`src/hw/rtl/asct_ram.sv`:
```
// Generic single-port-write, single-read RAM with registered read data.
// No dependencies.
`default_nettype none
module asct_ram #(
  parameter int WIDTH = 8,
  parameter int DEPTH = 16
) (
  input  wire logic                     clk,
  input  wire logic                     we,
  input  wire logic [$clog2(DEPTH)-1:0] waddr,
  input  wire logic [WIDTH-1:0]         wdata,
  input  wire logic [$clog2(DEPTH)-1:0] raddr,
  output logic      [WIDTH-1:0]         rdata
);

  logic [WIDTH-1:0] mem [DEPTH];

  always_ff @(posedge clk) begin
    if (we) begin
      mem[waddr] <= wdata;
    end
    rdata <= mem[raddr];
  end

endmodule
`default_nettype wire
```
`config.mk`:
```
export PLATFORM = sky130hd
export DESIGN_NAME = asct_ram
export DESIGN_NICKNAME = d
export VERILOG_FILES = /design/src/hw/rtl/asct_ram.sv
export SDC_FILE = /design/constraint.sdc
export NUM_CORES = 1
export LEC_CHECK = 0
export BUFFER_PORTS_ARGS = -buffer_cell sky130_fd_sc_hd__buf_4
export CORE_ASPECT_RATIO = 2
export CORE_MARGIN = 4
export CORE_UTILIZATION = 50
export CTS_BUF_LIST = sky130_fd_sc_hd__clkbuf_4
export DETAILED_ROUTE_END_ITERATION = 12
export PLACE_DENSITY = 0.66
export SLEW_MARGIN = 30
export SYNTH_ARGS = -nofsm -noshare
export SYNTH_HDL_FRONTEND = slang
export SYNTH_SLANG_ARGS = --single-unit
```
`constraint.sdc`:
```
create_clock -name clk -period 4.85 [get_ports clk]
set_input_delay 0.97 -clock clk [delete_from_list [all_inputs] [get_ports clk]]
set_output_delay 0.97 -clock clk [all_outputs]
set_load 0.02 [all_outputs]
```
# Word level (Yosys, flattened, before mapping)
# Memories as Yosys holds them, arrays and structs flattened. A register that Yosys moved wholly into a read port is not among the register bits.
# Index checks and enable logic that the tools add are counted.
[totals]
register_bits = 0
ram_bits = 128
in_bits = 18
output_inout_bits = 8
elab_cells = 3
mem_count = 1
[mem_list]
columns = ["memory", "depth", "width", "rd", "rd_clocked_by_memory_dff", "write_ports", "line", "source"]
rows = [
  ["mem", 16, 8, 1, 1, 1, "16", "logic [WIDTH-1:0] mem [DEPTH];"],
]
[classes]
muxes = 2
[ops]
columns = ["op", "n"]
rows = [
  ["1-bit two-way mux", 2],
]

# Depth between registers and ports, before layout
[logic_depth]
ltp_word = 2
depth_mapped = 5
mapped_depth_nobuf = 3

# Least setup slack after synthesis
# No wires, ideal clock.
[synth_path]
path_kind = "input to register"
from = "input waddr[2]"
to = "memory mem[0][0] (enable)"
setup_ns = 0.383
t_arrival_ns = 2.080
required_time_ns = 4.467
slack_ns = 2.387
path_stages = 2
path_buffers = 0
cell_sequence = "or3b_2 > nor3_1"
[synth_lines]
columns = ["element", "line", "source"]
rows = [
  ["start, declared", "10", "input wire logic [$clog2(DEPTH)-1:0] waddr,"],
  ["end, declared", "16", ""],
]
# No word-level cell before the write port.

# Worst setup path after layout
[layout_path]
from = "input waddr[2]"
to = "memory mem[1][3] (enable)"
# No word-level cell before the write port.

==> key figures <==
Outcome
  – Outcome: completed

Floorplan
  – Die Footprint: between 10000 and 15000 um^2
  – Die width: roughly 80 um
  – Row cnt: 52
  – Die H: 151.5 um
  – Initial Utilization: 0.5104
  – Core ar.: slightly above 10000 um^2
  – I/O Pins: 26

Routing
  – Initial DRC count: ~220
  – Metal-1 WL: roughly 3200 um
  – Drt total wl: slightly above 9000 um
  – Highest routed metal layer: met4
  – Routed Antenna Nets: 0
  – Detail Route met2 WL: 5385 um
  – DRC: 0
  – Vias post-DR: 2326
  – DR WL/cell: 22.16 um
  – Drt first pass iters: 6
  – Met3 Wirelength: 441 um
  – Drt via density: about 5.6

Pwr
  – Static Leak: 1.870 nW
  – Int Power: 1.723 mW
  – Sequential power share: 0.604
  – Post-layout power: between 2 and 2.5 mW
  – P per Cell Area: 380.5 nW/um^2
  – Share of total power in combinational logic: 0.059
  – Switching share of power: 0.2109
  – Clk pwr share: 0.337
  – VDD IR max: between 0.3 and 0.4 mV
  – Sw Pwr: around 0.46 mW

CTS
  – Clk Latency, worst-skew pair: ~0.52 ns
  – Clock Path Buffers: 2
  – Clock sink total: 136
  – CTS Buf Count: 17
  – H-Tree Depth: 4
  – CTS tree: yes
  – Clock-pin slew on the worst setup and hold paths: 0.12 ns
  – Post-CTS setup buffer count: 0
  – Post-cts sizing count: 0
  – Hold buffers post-CTS: 0
  – CTS root buffer: clkbuf_4

STA
  – Tcrit/Tclk final: 0.4383
  – Worst Skew: about 0.014 ns
  – Final Hold Vio Count: 0
  – Slew headroom: 0.3704
  – Crit path time final: 2.126 ns
  – Setup TNS: 0 ns
  – Final-report setup violation count: 0
  – Fmax: between 400 and 500 MHz
  – Actual slew at the worst max-slew pin: roughly 0.94 ns
  – RSZ-0062 raised after global routing: no
  – Slew Limit Fails: 0

Cells and area
  – Share of cells above drive strength 1: 0.2770
  – Commonest non-fill, non-tap cell in the layout: edfxtp_1
  – Commonest cells after routing, fill and taps aside: edfxtp_1, buf_4, mux4_2, clkbuf_4, a22oi_1
  – Area growth from synthesis to layout: 11.47%
  – Final #Nets: between 200 and 300
  – Layout fillers: 759
  – Non-filler cells, final: ~410

Critical path
  – R2R depth: 3
  – Startpoint Class: primary input
  – Largest stage delay, worst path: 0.66 ns
  – CP bufs+invs: 1
  – Worst Setup End Kind: flop
  – Worst Path Arrival: about 2.3 ns
  – Reg2reg start: mem[0][6]$_DFFE_PP_
  – Endpoint of the worst-slack reg-to-reg timing path: rdata[6]$_DFF_P_
  – Critical path, cell by cell: buf_4, or3b_2, nor2_1
  – Critical Path Slowest Stage Cell: nor2_1
  – CP Data Required Time: approximately 5.0 ns
  – Top Family by Delay on Critical Path: simple AND/OR/NAND/NOR gates
  – Largest fanout on the critical path: 8
  – WS Path Type: primary input to flop
  – Worst R2R Setup Slack: roughly 3.5 ns

Hold path
  – Worst hold stages: 3
  – Worst Hold Launch: mem[14][1]$_DFFE_PP_
  – Worst hold path type: flop to flop
  – Hold endpoint: rdata[1]$_DFF_P_

Yosys
  – Mux contribution to synthesized area: 0.1502
  – Xor/xnor share of the synthesized area: 0
  – Synth warn: 0
  – Syn Area/Cell: between 20 and 25 um^2
  – Synth cell types: 19
  – Sequential area share after synthesis: 0.7778
  – #FFs+latches synth: about 140
  – Syn_nets: around 250
  – Area of the mapped netlist: 5147 um^2
  – Mapped Cells: between 200 and 250
  – Post-synthesis adder-cell area fraction: 0
  – Compound-Gate Fraction of Synth Area: 0.02333
  – Main combinational cell family by area after synthesis: multiplexers
  – Post-synthesis simple-gate area fraction: 0.03184

Place
  – Post-DP HPWL: about 6200 um
  – Routability congestion estimate: roughly 0.75
  – Port buffer count: 25
  – Inst Count DP: about 380

GRT
  – GRT Total Usage: 0.1717
  – Vias in the first global route: 2447
  – Aggregate global routing overflow: 0
  – Number of antenna violations at the first check in global routing: 1
  – Largest net degree at the start of global routing: 33
  – First-pass GRT wire length: roughly 14000 um

Run
  – Count of max-cap constraint violations: 0
==> worst register-to-register path, stage by stage, from the launching register on <==
cell and delay [ns]:
edfxtp_1 0.42, mux4_2 0.49, a22oi_1 0.23, nand2_1 0.08
==> cell usage after synthesis, drive strengths merged <==
| library cell | n | share of area |
|---|---|---|
| nor3 | 4 | 0.0039 |
| nand3b | 2 | 0.0029 |
| a22oi | 16 | 0.023 |
| nand2 | 9 | 0.0066 |
| mux4 | 32 | 0.15 |
| nor2 | 13 | 0.0095 |
| dfxtp | 8 | 0.031 |
| and2b | 1 | 0.0015 |
| clkdlybuf4s25 | 3 | 0.0058 |
| and2 | 1 | 0.0012 |
| nor2b | 1 | 0.0012 |
| nand3 | 1 | 0.00097 |
| edfxtp | 128 | 0.75 |
| or3b | 1 | 0.0017 |
| nand2b | 2 | 0.0024 |
| buf | 7 | 0.011 |
==> how the worst max path moves through the flow <==
stage | startpoint | to | slack, ns | cells after the start
floorplan | waddr[2] | mem[0][0]$_DFFE_PP_ | 2.39 | 2
global placement | waddr[2] | mem[0][1]$_DFFE_PP_ | 2.08 | 3
detailed placement | waddr[2] | mem[0][1]$_DFFE_PP_ | 2.00 | 3
CTS | waddr[2] | mem[0][2]$_DFFE_PP_ | 2.57 | 3
global route | waddr[2] | mem[1][3]$_DFFE_PP_ | 2.71 | 3
finish | waddr[2] | mem[1][3]$_DFFE_PP_ | 2.72 | 3
==> registers in the layout, summed over array words and instances (netlist names) <==
| signal | cells |
|---|---|
| mem | 128 |
| rdata | 8 |
==> cell families after synthesis <==
group                  count (synthesis)
muxes                                 32
buffers and inverters                 10
DFF                                  136
AOI/OAI and AO/OA                     16
and+or+nand+nor                       35
==> area by class of cell <==
| class | count | area (um^2) | area share |
|---|---|---|---|
| Sequential cell | 136 | 4004 | 0.6978 |
| Multi-Input combinational cell | 83 | 1067 | 0.1860 |
| Timing Repair Buffer | 27 | 202.7 | 0.03532 |
| Tap cell | 135 | 168.9 | 0.02944 |
| Clock inverter | 14 | 157.7 | 0.02747 |
| Clock buffer | 18 | 135.1 | 0.02355 |
| Antenna cell | 1 | 2.502 | 0.0004361 |
==> stage by stage <==
step,cell area (um^2),hold WS (ns),utilization,worst slack [ns]
after global placement,5438,0.6561,0.5392,2.081
after CTS,5731,0.6931,0.5682,2.566
after global routing,5738,0.6852,0.5690,2.708
after detailed placement,5438,0.6658,0.5392,1.996
after floorplan,5147,0.6293,-,2.387
final,5738,0.6758,0.5690,2.724
==> layer usage <==
metal / global-route usage / vias to the layer above
met4: 0.05838 / 0
met2: 0.3153 / 88
li1: - / 1049
met1: 0.1832 / 1174
met5: 0 / -
met3: 0.05444 / 15
==> power by group through the flow <==
stage	Sequential [mW]	Clock, mW	Combinational (mW)
floorplan	1.35	0	0.0667
global placement	1.34	0	0.129
detailed placement	1.35	0	0.132
CTS	1.32	0.753	0.131
global route	1.32	0.815	0.140
finish	1.32	0.736	0.129
No activity file was read; power rests on OpenSTA's default activity.
